==> config.mk <==
export PLATFORM = sky130hd
export DESIGN_NAME = civil_time_to_epoch
export DESIGN_NICKNAME = d
export VERILOG_FILES = /design/src/ctte_pkg.sv /design/src/civil_time_to_epoch.sv
export SDC_FILE = /design/constraint.sdc
export NUM_CORES = 1
export LEC_CHECK = 0
export BUFFER_PORTS_ARGS = -buffer_cell sky130_fd_sc_hd__buf_2
export CORE_MARGIN = 2
export CORE_UTILIZATION = 60
export CTS_BUF_LIST = sky130_fd_sc_hd__clkbuf_16
export CTS_CLUSTER_SIZE = 14
export DETAILED_ROUTE_END_ITERATION = 10
export PLACE_DENSITY_LB_ADDON = 0.08
export SLEW_MARGIN = 25
export SYNTH_ARGS = -nofsm -noshare
export SYNTH_HDL_FRONTEND = slang
export SYNTH_SLANG_ARGS = --single-unit
==> constraint.sdc <==
create_clock -name clk -period 14.75 [get_ports clk]
set_input_delay 2.95 -clock clk [delete_from_list [all_inputs] [get_ports clk]]
set_output_delay 2.95 -clock clk [all_outputs]
set_load 0.05 [all_outputs]
==> src/ctte_pkg.sv <==
`timescale 1ns / 1ps
// ----------------------------------------------------------------------------
// ctte_pkg
// shared constants and helpers for the civil time to unix seconds converter
// ----------------------------------------------------------------------------
package ctte_pkg;

  localparam int unsigned InWidth   = 48;
  localparam int unsigned OutWidth  = 40;
  localparam int unsigned DaysWidth = 17;
  localparam int unsigned TodWidth  = 19;

  // day count from 1970-01-01 to 1999-03-01
  localparam logic [DaysWidth-1:0] BaseDays     = 17'd10651;
  localparam logic [16:0]          SecPerDay    = 17'd86400;
  localparam logic [31:0]          MinEpochInit = 32'd1700000000;

  // days from march 1 to the first of the given month
  function automatic logic [8:0] month_start(input logic [3:0] month);
    logic [8:0] doy;
    case (month)
      4'd3:    doy = 9'd0;
      4'd4:    doy = 9'd31;
      4'd5:    doy = 9'd61;
      4'd6:    doy = 9'd92;
      4'd7:    doy = 9'd122;
      4'd8:    doy = 9'd153;
      4'd9:    doy = 9'd184;
      4'd10:   doy = 9'd214;
      4'd11:   doy = 9'd245;
      4'd12:   doy = 9'd275;
      4'd1:    doy = 9'd306;
      4'd2:    doy = 9'd337;
      default: doy = 9'd0;
    endcase
    return doy;
  endfunction

endpackage

==> src/civil_time_to_epoch.sv <==
`timescale 1ns / 1ps
// ----------------------------------------------------------------------------
// civil_time_to_epoch
// converts a parsed clock reading (20yy, month, day, time, zone) to unix seconds
// ----------------------------------------------------------------------------
//
// channel   direction  handshake            content
// s_*       in         s_tvalid / s_tready  one clock reading per request
// m_*       out        m_tvalid / m_tready  epoch seconds and valid flag
// cfg_*     in         cfg_valid/cfg_ready  min_valid_epoch write
//
// four register stages: field check and day count, days times 86400,
// add of time of day and zone, compare against the minimum and output.
// one request per cycle sustained while m_tready stays high.
// each stage holds while the stage after it is full and stalled, so bubbles
// close up and nothing is dropped or repeated; the multiply sets the depth.
// rst clears stage valids and loads min_valid_epoch with 1700000000.
// cfg_ready is always high.

module civil_time_to_epoch (
  input  logic                          clk,
  input  logic                          rst,
  input  logic                          s_tvalid,
  output logic                          s_tready,
  // year_two_digit[6:0], month_num[10:7], day_num[15:11], hour_num[20:16],
  // minute_num[26:21], second_num[32:27], tz_present[33], tz_negative[34],
  // tz_quarter_hours[41:35], zero fill
  input  logic [ctte_pkg::InWidth-1:0]  s_tdata,
  output logic                          m_tvalid,
  input  logic                          m_tready,
  // epoch_seconds[31:0], valid_res[32], zero fill
  output logic [ctte_pkg::OutWidth-1:0] m_tdata,
  input  logic                          cfg_valid,
  output logic                          cfg_ready,
  input  logic [31:0]                   cfg_data
);

  // input field split
  logic [6:0] year_two_digit;
  logic [3:0] month_num;
  logic [4:0] day_num;
  logic [4:0] hour_num;
  logic [5:0] minute_num;
  logic [5:0] second_num;
  logic       tz_present;
  logic       tz_negative;
  logic [6:0] tz_quarter_hours;

  assign year_two_digit   = s_tdata[6:0];
  assign month_num        = s_tdata[10:7];
  assign day_num          = s_tdata[15:11];
  assign hour_num         = s_tdata[20:16];
  assign minute_num       = s_tdata[26:21];
  assign second_num       = s_tdata[32:27];
  assign tz_present       = s_tdata[33];
  assign tz_negative      = s_tdata[34];
  assign tz_quarter_hours = s_tdata[41:35];

  // configuration register
  logic [31:0] min_valid_epoch;
  assign cfg_ready = 1'b1;

  always_ff @(posedge clk) begin
    if (rst) begin
      min_valid_epoch <= ctte_pkg::MinEpochInit;
    end else if (cfg_valid && cfg_ready) begin
      min_valid_epoch <= cfg_data;
    end
  end

  // stage advance: a stage loads when it is empty or its contents move on
  logic adv1, adv2, adv3, adv4;
  logic v1, v2, v3;
  logic ok1, ok2, ok3;

  assign adv4     = !m_tvalid || m_tready;
  assign adv3     = !v3 || adv4;
  assign adv2     = !v2 || adv3;
  assign adv1     = !v1 || adv2;
  assign s_tready = adv1;

  // stage 1 logic: range check, march-based day count, time of day minus zone
  logic                                 fields_ok;
  logic [7:0]                           year_idx;   // march years since 1999
  logic [ctte_pkg::DaysWidth-1:0]       days_next;
  logic signed [ctte_pkg::TodWidth-1:0] tod_next;
  logic [16:0]                          hour_sec;
  logic [11:0]                          min_sec;
  logic [16:0]                          zone_sec;

  assign fields_ok = (year_two_digit <= 7'd99) && (month_num >= 4'd1) &&
                     (month_num <= 4'd12) && (day_num != 5'd0) &&
                     (hour_num <= 5'd23) && (minute_num <= 6'd59) &&
                     (second_num <= 6'd60);

  // january and february belong to the previous march-based year
  assign year_idx = {1'b0, year_two_digit} + 8'd1 - {7'd0, (month_num <= 4'd2)};

  // leap days passed: every fourth march year starting with the first
  assign days_next = ctte_pkg::BaseDays
                   + 17'(year_idx) * 17'd365
                   + 17'(year_idx + 8'd3 >> 2)
                   + 17'(ctte_pkg::month_start(month_num))
                   + 17'(day_num) - 17'd1;

  assign hour_sec = 17'(hour_num) * 17'd3600;
  assign min_sec  = 12'(minute_num) * 12'd60;
  assign zone_sec = tz_present ? 17'(tz_quarter_hours) * 17'd900 : 17'd0;

  // a minus zone adds seconds
  assign tod_next = tz_negative
                  ? $signed({2'b00, hour_sec}) + $signed(19'(min_sec))
                    + $signed(19'(second_num)) + $signed({2'b00, zone_sec})
                  : $signed({2'b00, hour_sec}) + $signed(19'(min_sec))
                    + $signed(19'(second_num)) - $signed({2'b00, zone_sec});

  logic [ctte_pkg::DaysWidth-1:0]       days1;
  logic signed [ctte_pkg::TodWidth-1:0] tod1;

  always_ff @(posedge clk) begin
    if (rst) begin
      v1 <= 1'b0;
    end else if (adv1) begin
      v1 <= s_tvalid;
    end
  end

  always_ff @(posedge clk) begin
    if (adv1) begin
      ok1   <= fields_ok;
      days1 <= days_next;
      tod1  <= tod_next;
    end
  end

  // stage 2: day count to seconds
  logic [33:0]                          prod_full;
  logic [31:0]                          prod2;
  logic signed [ctte_pkg::TodWidth-1:0] tod2;

  assign prod_full = days1 * ctte_pkg::SecPerDay;

  always_ff @(posedge clk) begin
    if (rst) begin
      v2 <= 1'b0;
    end else if (adv2) begin
      v2 <= v1;
    end
  end

  always_ff @(posedge clk) begin
    if (adv2) begin
      ok2   <= ok1;
      prod2 <= prod_full[31:0];
      tod2  <= tod1;
    end
  end

  // stage 3: utc seconds; accepted readings always land inside 32 bits
  logic [31:0] utc3;

  always_ff @(posedge clk) begin
    if (rst) begin
      v3 <= 1'b0;
    end else if (adv3) begin
      v3 <= v2;
    end
  end

  always_ff @(posedge clk) begin
    if (adv3) begin
      ok3  <= ok2;
      utc3 <= prod2 + 32'($signed(tod2));
    end
  end

  // stage 4: minimum check and output register
  logic        pass;
  logic [31:0] epoch_seconds;
  logic        valid_res;

  assign pass = ok3 && (utc3 >= min_valid_epoch);

  always_ff @(posedge clk) begin
    if (rst) begin
      m_tvalid <= 1'b0;
    end else if (adv4) begin
      m_tvalid <= v3;
    end
  end

  always_ff @(posedge clk) begin
    if (adv4) begin
      valid_res     <= pass;
      epoch_seconds <= pass ? utc3 : 32'd0;
    end
  end

  assign m_tdata = {7'd0, valid_res, epoch_seconds};

  // checks
  a_valid_above_min: assert property (@(posedge clk) disable iff (rst)
    m_tvalid && m_tdata[32] |-> m_tdata[31:0] >= min_valid_epoch)
    else $error("valid result below minimum epoch");

  a_reject_zero: assert property (@(posedge clk) disable iff (rst)
    m_tvalid && !m_tdata[32] |-> m_tdata[31:0] == 32'd0)
    else $error("rejected result carries nonzero epoch");

  a_bad_fields_rejected: assert property (@(posedge clk) disable iff (rst)
    v3 && !ok3 && adv4 |=> m_tvalid && !m_tdata[32])
    else $error("out of range reading marked valid");

endmodule

## Word level (Yosys, flattened, before mapping)

Memories as Yosys holds them, arrays and structs flattened.
Index checks and enable logic that the tools add are counted.

| cells by class | value |
|---|---|
| reduce and logical (&&, ||, !) cells | 16 |
| multiplexer cells | 2 |
| magnitude comparators | 8 |
| $add $sub $neg | 13 |
| multiply operators | 5 |

Operators by type and width:

| operator | count |
|---|---|
| 32-bit adder | 1 |
| 32-bit >= comparator | 1 |
| 17-bit by 10-bit multiplier with 25-bit output (second input constant) | 1 |
| 18-bit by 6-bit adder with 19-bit output | 1 |
| 19-bit by 18-bit adder with 19-bit output | 1 |
| 19-bit 2-to-1 mux | 1 |
| 19-bit by 18-bit subtractor with 19-bit output | 1 |
| 17-bit by 12-bit adder with 18-bit output | 1 |
| 14-bit by 17-bit adder with 17-bit output (first input constant) | 1 |
| 17-bit by 5-bit adder with 17-bit output | 1 |
| 17-bit by 7-bit adder with 17-bit output | 1 |
| 17-bit by 9-bit adder with 17-bit output | 1 |
| 8-bit by 9-bit multiplier with 17-bit output (second input constant) | 1 |
| 17-bit 2-to-1 mux | 1 |
| 17-bit by 1-bit subtractor with 17-bit output (second input constant) | 1 |
| 7-bit by 8-bit multiplier with 15-bit output (second input constant) | 1 |
| 5-bit by 8-bit multiplier with 13-bit output (second input constant) | 1 |
| 6-bit <= comparator (second input constant) | 2 |
| 6-bit by 4-bit multiplier with 10-bit output (second input constant) | 1 |
| 8-bit by 2-bit adder with 9-bit output (second input constant) | 1 |
| 7-bit by 1-bit adder with 8-bit output (second input constant) | 1 |
| 8-bit by 1-bit subtractor with 8-bit output | 1 |
| 7-bit <= comparator (second input constant) | 1 |
| 1-bit logical AND | 7 |
| other kinds (7) | 13 |

| word-level totals | value |
|---|---|
| memories | 1 |
| memory bits (read-only) | 144 |
| flip-flop bits (word level) | 184 |
| output and inout bits | 43 |
| word-level logic and storage cells | 60 |

Memory list:

| name | words | width | rd ports | clocked after memory_dff | wr ports | RTL line | source |
|---|---|---|---|---|---|---|---|
| (no name shown) | 16 | 9 | 1 | 0 | 0 | ctte_pkg.sv:21 | `case (month)` |

## Longest topological paths before layout

Gate-level depths: netlist (run 1).

| depth | value |
|---|---|
| depth in word-level cells | 8 |
| gate-level depth with buffers | 32 |
| gate-level depth less buffers | 31 |

## Worst setup path after synthesis (run 1)

No wires, ideal clock.

| path | value |
|---|---|
| path type | input port to flip-flop |
| start | in s_tdata[9] (netlist bit) |
| end | reg days1[15] (netlist bit) (data pin) |
| slack | 5.060 ns |
| arrival | 9.433 ns |
| buffers on the path | 1 |
| stages on the path | 29 |
| path through | clkbuf_1 nor2_1 o21ai_0 ha_1 ha_1 inv_1 ha_1 o21bai_1 a21oi_1 o21bai_1 a21oi_1 xnor2_1 ha_1 nand3_1 fa_1 inv_1 fa_1 inv_1 fa_1 fa_1 fa_1 inv_1 ha_1 and3_1 and3_1 a2111oi_0 o31ai_1 a21oi_1 xnor2_1 |

| on the way | value |
|---|---|
| word-level cells in the longest chain between the ends | 8 |

RTL lines:

| what | RTL line | source |
|---|---|---|
| start: declaration | civil_time_to_epoch.sv:28 | `input logic [ctte_pkg::InWidth-1:0] s_tdata,` |
| 4-bit by 2-bit <= comparator with 1-bit output | civil_time_to_epoch.sv:97 | `assign year_idx = {1'b0, year_two_digit} + 8'd1 - {7'd0, (month_num <= 4'd2)};` |
| 8-bit by 1-bit subtractor with 8-bit output | civil_time_to_epoch.sv:97 |  |
| 8-bit by 9-bit multiplier with 17-bit output | civil_time_to_epoch.sv:101 | `+ 17'(year_idx) * 17'd365` |
| 14-bit by 17-bit adder with 17-bit output | civil_time_to_epoch.sv:101 |  |
| 17-bit by 7-bit adder with 17-bit output | civil_time_to_epoch.sv:102 | `+ 17'(year_idx + 8'd3 >> 2)` |
| 17-bit by 9-bit adder with 17-bit output * | civil_time_to_epoch.sv:103 | `+ 17'(ctte_pkg::month_start(month_num))` |
| 17-bit by 5-bit adder with 17-bit output * | civil_time_to_epoch.sv:104 | `+ 17'(day_num) - 17'd1;` |
| 17-bit by 1-bit subtractor with 17-bit output * | civil_time_to_epoch.sv:104 |  |
| via days_next, one bit | civil_time_to_epoch.sv:85 | `logic [ctte_pkg::DaysWidth-1:0] days_next;` |
| end signal: assignment | civil_time_to_epoch.sv:131 | `days1 <= days_next;` |
| end: declaration | civil_time_to_epoch.sv:117 | `logic [ctte_pkg::DaysWidth-1:0] days1;` |

The timed path passes the listed nets; every way through them passes the cells marked *.
A chain may end at the register's enable or synchronous reset.

## Worst setup path after layout (run 1)

| path | value |
|---|---|
| start | in s_tdata[8] (netlist bit) |
| end | reg days1[15] (netlist bit) (data pin) |

Same word-level chain as after synthesis.

==> results.sh, run 1 <==
export IMPL_overflow=0
export IMPL_clock_fmax_ghz=0.101
export IMPL_worstSkewPairLatency_ns=0.43
export IMPL_fin_crit_ns=9.95
export IMPL_r2r_cells=17
export IMPL_drtIter0Drc=429
export IMPL_firstDrtPassIters=5
export IMPL_ant_nets=0
export IMPL_htreeDepth=4
export IMPL_relSlewSlack=0.364
export IMPL_utilization=0.663
export IMPL_top_usage_layer="met2"
export IMPL_final_cell_mix="322 x ha_1, 301 x inv_1, 148 x edfxtp_1"
export IMPL_holdPathEnd="utc3[3]$_DFFE_PP_"
export IMPL_antenna_found_initial=0
export IMPL_post_cts_setup_buffers=0
export IMPL_min_path_cells=0
export IMPL_wirelength_um=30500
export IMPL_wl_per_cell_um=13.8
export IMPL_placementRows=62
export IMPL_grt_use_total=0.207
export IMPL_rsz0062_at_grt="no"
export IMPL_cp_arrival_ns=10.13
export IMPL_met1_usage=0.271
export IMPL_setup_viol=0
export IMPL_fin_nets=2325
export IMPL_start_kind="primary input"
export IMPL_worst_pin_slew_ns=0.948
export IMPL_hold_viol_final=0
export IMPL_cts_resized=0
export IMPL_grt_pass1_wl_um=52600
export IMPL_grt_max_degree=46
export IMPL_vias=11869
export IMPL_required_ns=14.93
export IMPL_die_width_um=175
export IMPL_critPathKind="in2reg"
export IMPL_place_ws_ns=4.33
export IMPL_synth_seq_cells=184
export IMPL_chipHeight_um=175
export IMPL_place_congestion=0.901
export IMPL_cts_tree="done"
export IMPL_layout_setup_ws_ns=4.80
export IMPL_syn_area_per_cell_um2=10.2
export IMPL_yosysWarningCount=0
export IMPL_min_path_type="reg2reg"
export IMPL_drc=0
export IMPL_yosys_most_used_dff="edfxtp_1"
export IMPL_path_delay_family="adder cells"
export IMPL_fin_tns_setup_ns=0
export IMPL_maxCapViolations=0
export IMPL_floorplan_initialDensity=0.608
export IMPL_r2r_start="days1[1]$_DFFE_PP_"
export IMPL_core_mm2=0.0287
export IMPL_async_flop_share=0
export IMPL_syn_area_mm2=0.0175
export IMPL_slew_viol_final=0
export IMPL_io_buffers=113
export IMPL_crit_path_end_kind="register"
export IMPL_final_common_cell="ha_1"
export IMPL_synth_cell_types=77
export IMPL_die_area_mm2=0.0305
export IMPL_viasPerCell=5.35
export IMPL_reg2reg_slack_ns=9.79
export IMPL_synth_edf_count=148
export IMPL_cts_hold_buf=0
export IMPL_outcome="finished, final reports clean"
export IMPL_r2r_end="prod2[28]$_DFFE_PP_"
export IMPL_cts_path_max_buffers=2
export IMPL_hpwl_um=25300
export IMPL_clock_skew_final_ns=0.0124
export IMPL_critPathMaxStageDelay_ns=0.75
export IMPL_clkSinkCount=184
export IMPL_synthesis_instances=1716
export IMPL_cts_made_buffers=17
export IMPL_crit_buf_inv=6
export IMPL_drive_gt1_frac=0.0916
export IMPL_holdCritStartpoint="tod2[3]$_DFFE_PP_"
export IMPL_yosysSeqAreaShare=0.296
export IMPL_post_route_period_util=0.674
export IMPL_ys_top_cells_by_area="edfxtp_1 25%, ha_1 23%, fa_1 11%"
export IMPL_synth_top_area_frac=0.255
export IMPL_grt_pass1_vias=11546
export IMPL_synthToLayoutAreaGrowth_pct=8.99
export IMPL_ioPinCount=128
export IMPL_cp_max_fo=10
export IMPL_yosysTopAreaCell="edfxtp_1"
export IMPL_root_buffer="clkbuf_16"
export IMPL_diodes=0
export IMPL_crit_slowest_cell="xnor2_1"
export IMPL_met3_usage=0.0252
export IMPL_clk_pin_slew_ns=0.07
export IMPL_grt_use_met2=0.367
how the worst max path moves through the flow:
stage                           from                   to  slack, ns  cells past startpoint
after CTS                 s_tdata[8]  days1[15]$_DFFE_PP_       4.79                     29
after global placement    s_tdata[8]  days1[15]$_DFFE_PP_       4.44                     29
after detailed placement  s_tdata[8]  days1[15]$_DFFE_PP_       4.33                     29
after floorplan           s_tdata[9]  days1[15]$_DFFE_PP_       5.06                     29
final                     s_tdata[8]  days1[15]$_DFFE_PP_       4.80                     29
after global routing      s_tdata[8]  days1[15]$_DFFE_PP_       4.28                     29
routing by layer:
| layer | part of all wire | vias to the layer above |
|---|---|---|
| met4 | 0.015 | 0 |
| met3 | 0.032 | 32 |
| met5 | 0 | - |
| met1 | 0.48 | 5473 |
| li1 | - | 6131 |
| met2 | 0.48 | 233 |
synthesized netlist by cell type (4+ instances only):
cell type  instances
ha_1             322
inv_1            301
edfxtp_1         148
fa_1              96
nor2_1            90
a21oi_1           89
xnor2_1           82
nand2_1           62
a21o_1            51
o21ai_0           48
dfxtp_1           36
xor2_1            33
a21boi_0          32
nor3_1            26
clkbuf_1          24
mux2i_1           23
nand3_1           21
o21a_1            21
o211ai_1          19
a31oi_1           16
nor2b_1           16
o21bai_1          15
and3_1            12
buf_4             10
nand2b_1          10
nand4_1            8
o31ai_1            8
a211oi_1           7
or3_1              7
a2111oi_0          6
a211o_1            5
nand3b_1           4
o31a_1             4
or2_2              4
flip-flops by register name (all words and copies together) (netlist names), 17 cells and up:
name,count
tod2,19
utc3,32
min_valid_epoch,32
prod2,25
tod1,19
days1,17
epoch_seconds,32
layout make-up:
cell class	count	area, um2
Clock inverter	15	209
Sequential cell	184	5160
Inverter	302	1130
Multi-Input combinational cell	1199	11000
Fill cell	2299	9670
Clock buffer	17	425
Tap cell	384	480
Timing Repair Buffer	118	606
through the flow:
step,cells,hold WS [ns],cell area (um2)
CTS,2219,0.415,19000
detailed placement,2187,0.405,18400
global route,2219,0.419,19000
finish,2219,0.416,19000
floorplan,1722,0.400,17500
global placement,2187,0.403,18400
kinds of logic (layout without fill, tap and decap cells):
group | after synthesis | after routing | share of synthesized area
adder cells (fa/ha/maj) | 418 | 418 | 0.341
AO/OA/AOI/OAI | 353 | 353 | 0.137
buffers and inverters | 339 | 452 | 0.0752
AND/OR/NAND/NOR | 280 | 280 | 0.0776
flip-flops | 184 | 184 | 0.296
XOR/XNOR | 115 | 115 | 0.0577
multiplexers | 25 | 25 | 0.0158
other | 2 | 8 | 0.000430
Power of run 1 is not shown: default switching activity piles up to over one toggle a cycle in this logic, so the estimate is an artifact.
==> run 2, diff against run 1 <==
--- a/config.mk
+++ b/config.mk
@@ -7,7 +7,7 @@
 export LEC_CHECK = 0
 export BUFFER_PORTS_ARGS = -buffer_cell sky130_fd_sc_hd__buf_2
 export CORE_MARGIN = 2
-export CORE_UTILIZATION = 60
+export CORE_UTILIZATION = 57
 export CTS_BUF_LIST = sky130_fd_sc_hd__clkbuf_16
 export CTS_CLUSTER_SIZE = 14
 export DETAILED_ROUTE_END_ITERATION = 10
==> constraint.sdc (replaced) <==
create_clock -name clk -period 8.87 [get_ports clk]
set_input_delay 1.774 -clock clk [delete_from_list [all_inputs] [get_ports clk]]
set_output_delay 1.774 -clock clk [all_outputs]
set_load 0.05 [all_outputs]
==> results.sh, run 2 (synthesized netlist as in run 1, its figures left out) <==
export IMPL_cts_resized=0
export IMPL_worstSkewPairLatency_ns=0.43
export IMPL_holdCritStartpoint="tod1[5]$_DFFE_PP_"
export IMPL_dpl_cell_area_mm2=0.0185
export IMPL_place_congestion=0.885
export IMPL_hold_viol_final=0
export IMPL_die_area_mm2=0.0321
export IMPL_hpwl_um=25800
export IMPL_grt_use_total=0.203
export IMPL_regArea_mm2=0.00516
export IMPL_start_kind="primary input"
export IMPL_largestRegisters="epoch_seconds: 32 flops, min_valid_epoch: 32 flops, utc3: 32 flops"
export IMPL_ant_nets=0
export IMPL_setup_viol=0
export IMPL_htreeDepth=4
export IMPL_clkSinkCount=184
export IMPL_cp_arrival_ns=8.19
export IMPL_fin_tns_setup_ns=0
export IMPL_firstDrtPassIters=5
export IMPL_clock_fmax_ghz=0.125
export IMPL_fill_cells=2537
export IMPL_critPathMaxStageDelay_ns=0.54
export IMPL_viasPerCell=5.29
export IMPL_root_buffer="clkbuf_16"
export IMPL_outcome="finished, final reports clean"
export IMPL_grt_pass1_vias=11602
export IMPL_overflow=0
export IMPL_grt_max_degree=46
export IMPL_clk_pin_slew_ns=0.07
export IMPL_post_cts_setup_buffers=0
export IMPL_antenna_found_initial=0
export IMPL_critPathLaunch="s_tdata[9]"
export IMPL_holdWs_ns=0.414
export IMPL_critPathKind="in2reg"
export IMPL_cts_path_max_buffers=2
export IMPL_clock_skew_final_ns=0.00900
export IMPL_final_common_cell="ha_1"
export IMPL_relSlewSlack=0.503
export IMPL_chipHeight_um=179
export IMPL_drive_gt1_frac=0.0924
export IMPL_cts_made_buffers=17
export IMPL_worst_pin_slew_ns=0.746
export IMPL_slew_viol_final=0
export IMPL_reg2reg_slack_ns=3.85
export IMPL_rsz0062_at_grt="no"
export IMPL_final_cell_mix="322 x ha_1, 302 x inv_1, 148 x edfxtp_1"
export IMPL_die_width_um=179
export IMPL_post_route_period_util=0.904
export IMPL_floorplan_initialDensity=0.575
export IMPL_drtIter0Drc=424
export IMPL_multiInputGateArea_mm2=0.0110
export IMPL_drc=0
export IMPL_synthToLayoutAreaGrowth_pct=9.26
export IMPL_crit_slowest_cell="fa_1"
export IMPL_wirelength_um=30800
export IMPL_maxCapViolations=0
export IMPL_fin_crit_ns=8.02
export IMPL_r2r_start="days1[1]$_DFFE_PP_"
export IMPL_required_ns=9.03
export IMPL_vias=11823
export IMPL_core_mm2=0.0303
export IMPL_cts_tree="done"
export IMPL_diodes=0
export IMPL_cts_hold_buf=0
export IMPL_ioPinCount=128
export IMPL_fin_nets=2329
export IMPL_stdcell_area_mm2=0.0191
export IMPL_min_path_type="reg2reg"
export IMPL_cp_max_fo=11
export IMPL_wl_per_cell_um=13.8
export IMPL_placementRows=64
export IMPL_io_buffers=113
export IMPL_grt_pass1_wl_um=53000
export IMPL_crit_path_end_kind="register"
==> run 2: cell count changes in the layout (fill, tap and decap cells not counted), sizes merged <==
cell    previous run  this run
bufinv             3         4
clkinv             4         3
buf              118       122
==> run 2: per-layer routing <==
layer,vias up,track usage,share of wire
met1,5435,0.266,0.47
met3,36,0.0250,0.036
li1,6148,-,-
met4,0,0.0647,0.019
met5,-,0,0
met2,204,0.350,0.48
==> run 2: layout make-up <==
cell class | count | share of cell area
clock inverters | 15 | 0.0104
flip-flops and latches | 184 | 0.271
clock buffers | 17 | 0.0223
multi-input cells | 1199 | 0.578
inverters | 302 | 0.0594
well taps | 396 | 0.0260
repair buffers | 122 | 0.0333
==> run 2: final timing paths <==
check                                      endpoint  cells past startpoint
worst max-delay path            days1[16]$_DFFE_PP_                     30
worst max register to register  prod2[28]$_DFFE_PP_                     17
worst min-delay path              tod2[5]$_DFFE_PP_                      0
worst min register to register    tod2[5]$_DFFE_PP_                      0
==> run 2: critical path: cells and delay by family <==
family | cells | cell delay, ns
buf+inv | 5 | 0.37
fa+ha+maj | 10 | 3.71
xor+xnor | 1 | 0.16
mux | 1 | 0.20
simple gates | 2 | 0.25
compound gates | 11 | 1.71
==> run 2: per-stage QoR <==
step / util / cells / setup slack (ns)
2_1_floorplan: - / 1722 / 0.356
3_3_place_gp: 0.608 / 2203 / 0.400
3_5_place_dp: 0.608 / 2203 / 0.319
4_1_cts: 0.629 / 2235 / 0.803
5_1_grt: 0.629 / 2235 / 0.294
6_report: 0.629 / 2235 / 0.847
Power of run 2 is left out for the same reason.
==> run 3, diff against run 2 <==
--- a/config.mk
+++ b/config.mk
@@ -11,6 +11,7 @@
 export CTS_BUF_LIST = sky130_fd_sc_hd__clkbuf_16
 export CTS_CLUSTER_SIZE = 14
 export DETAILED_ROUTE_END_ITERATION = 10
+export GPL_TIMING_DRIVEN = 0
 export PLACE_DENSITY_LB_ADDON = 0.08
 export SLEW_MARGIN = 25
 export SYNTH_ARGS = -nofsm -noshare
==> results.sh, run 3 (synthesized netlist as in run 1, its figures left out) <==
export IMPL_outcome="finished, final reports clean"
export IMPL_worstSkewPairLatency_ns=0.43
export IMPL_drive_gt1_frac=0.0960
export IMPL_largestRegisters="epoch_seconds: 32 flops, min_valid_epoch: 32 flops, utc3: 32 flops"
export IMPL_critPathKind="in2reg"
export IMPL_core_mm2=0.0303
export IMPL_place_congestion=0.908
export IMPL_placed_cells=2231
export IMPL_clock_fmax_ghz=0.121
export IMPL_critPathMaxStageDelay_ns=0.57
export IMPL_slew_viol_final=0
export IMPL_worst_pin_slew_ns=0.780
export IMPL_cts_made_buffers=17
export IMPL_ant_nets=0
export IMPL_fin_crit_ns=8.29
export IMPL_fill_cells=2550
export IMPL_clock_skew_final_ns=0.0106
export IMPL_viasPerCell=5.30
export IMPL_grt_use_total=0.207
export IMPL_post_cts_setup_buffers=0
export IMPL_final_cell_mix="321 x ha_1, 302 x inv_1, 148 x edfxtp_1"
export IMPL_ioPinCount=128
export IMPL_final_common_cell="ha_1"
export IMPL_hold_viol_final=0
export IMPL_firstDrtPassIters=6
export IMPL_root_buffer="clkbuf_16"
export IMPL_cts_hold_buf=0
export IMPL_min_path_type="reg2reg"
export IMPL_clk_pin_slew_ns=0.07
export IMPL_die_width_um=179
export IMPL_clkSinkCount=184
export IMPL_cts_path_max_buffers=2
export IMPL_maxCapViolations=0
export IMPL_vias=11987
export IMPL_utilization=0.631
export IMPL_cts_tree="done"
export IMPL_overflow=0
export IMPL_grt_max_degree=36
export IMPL_rsz0062_at_grt="no"
export IMPL_synthToLayoutAreaGrowth_pct=9.72
export IMPL_relSlewSlack=0.480
export IMPL_grt_pass1_vias=11814
export IMPL_placementRows=64
export IMPL_start_kind="primary input"
export IMPL_hpwl_um=26800
export IMPL_crit_slowest_cell="a2111oi_1"
export IMPL_drtIter0Drc=345
export IMPL_setup_viol=0
export IMPL_fin_cells=2261
export IMPL_floorplan_initialDensity=0.575
export IMPL_required_ns=9.06
export IMPL_fin_nets=2355
export IMPL_cp_max_fo=10
export IMPL_post_route_period_util=0.935
export IMPL_wl_per_cell_um=13.9
export IMPL_antenna_found_initial=0
export IMPL_die_area_mm2=0.0321
export IMPL_drc=0
export IMPL_grt_pass1_wl_um=53800
export IMPL_io_buffers=111
export IMPL_chipHeight_um=179
export IMPL_cp_arrival_ns=8.48
export IMPL_wirelength_um=31500
export IMPL_htreeDepth=4
export IMPL_diodes=0
export IMPL_crit_path_end_kind="register"
[run 3: stage by stage]
stage | cell area [um2] | worst slack (ns) | TNS (ns) | hold WS [ns]
after detailed placement | 18600 | -0.730 | -2.46 | 0.405
after global routing | 19200 | 0.190 | 0 | 0.416
after CTS | 19100 | 0.0392 | 0 | 0.415
after global placement | 18500 | -0.560 | -1.79 | 0.406
after floorplan | 17500 | 0.356 | 0 | 0.400
final | 19200 | 0.575 | 0 | 0.413
[run 3: what timing repair did]
| item | CTS | global route |
|---|---|---|
| resized for setup | 1 | 6 |
| endpoints found under the setup margin | 3 | 3 |
| endpoints found under the hold margin | 0 | 0 |
[run 3: final cells by class]
class | instances | area, um2 | area share
Buffer | 35 | 171 | 0.00895
Clock inverter | 14 | 98.8 | 0.00516
Clock buffer | 18 | 450 | 0.0235
Multi-Input combinational cell | 1199 | 11000 | 0.577
Inverter | 302 | 1130 | 0.0592
Timing Repair Buffer | 113 | 596 | 0.0311
Tap cell | 396 | 495 | 0.0259
Sequential cell | 184 | 5160 | 0.270
[run 3: critical path: cells and delay by family]
kind,cells,cell delay (ns)
adder cells (fa/ha/maj),10,3.64
XOR/XNOR,2,0.42
AND/OR/NAND/NOR,3,0.50
buffers and inverters,6,0.44
AO/OA/AOI/OAI,8,1.72
[run 3: final timing paths]
path | from | end | slack [ns] | depth (start not counted)
worst max-delay path | s_tdata[8] | days1[15]$_DFFE_PP_ | 0.58 | 29
worst min-delay path | tod2[6]$_DFFE_PP_ | utc3[6]$_DFFE_PP_ | 0.41 | 0
worst max register to register | days1[1]$_DFFE_PP_ | prod2[28]$_DFFE_PP_ | 3.88 | 17
worst min register to register | tod2[6]$_DFFE_PP_ | utc3[6]$_DFFE_PP_ | 0.41 | 0
[run 3: layer usage]
layer  up-vias  share of wire  track usage
met5         -              0            0
met4         0          0.019       0.0603
met3        40          0.032       0.0254
met2       208           0.48        0.368
met1      5546           0.47        0.264
li1       6193              -            -
Power of run 3 is left out for the same reason.
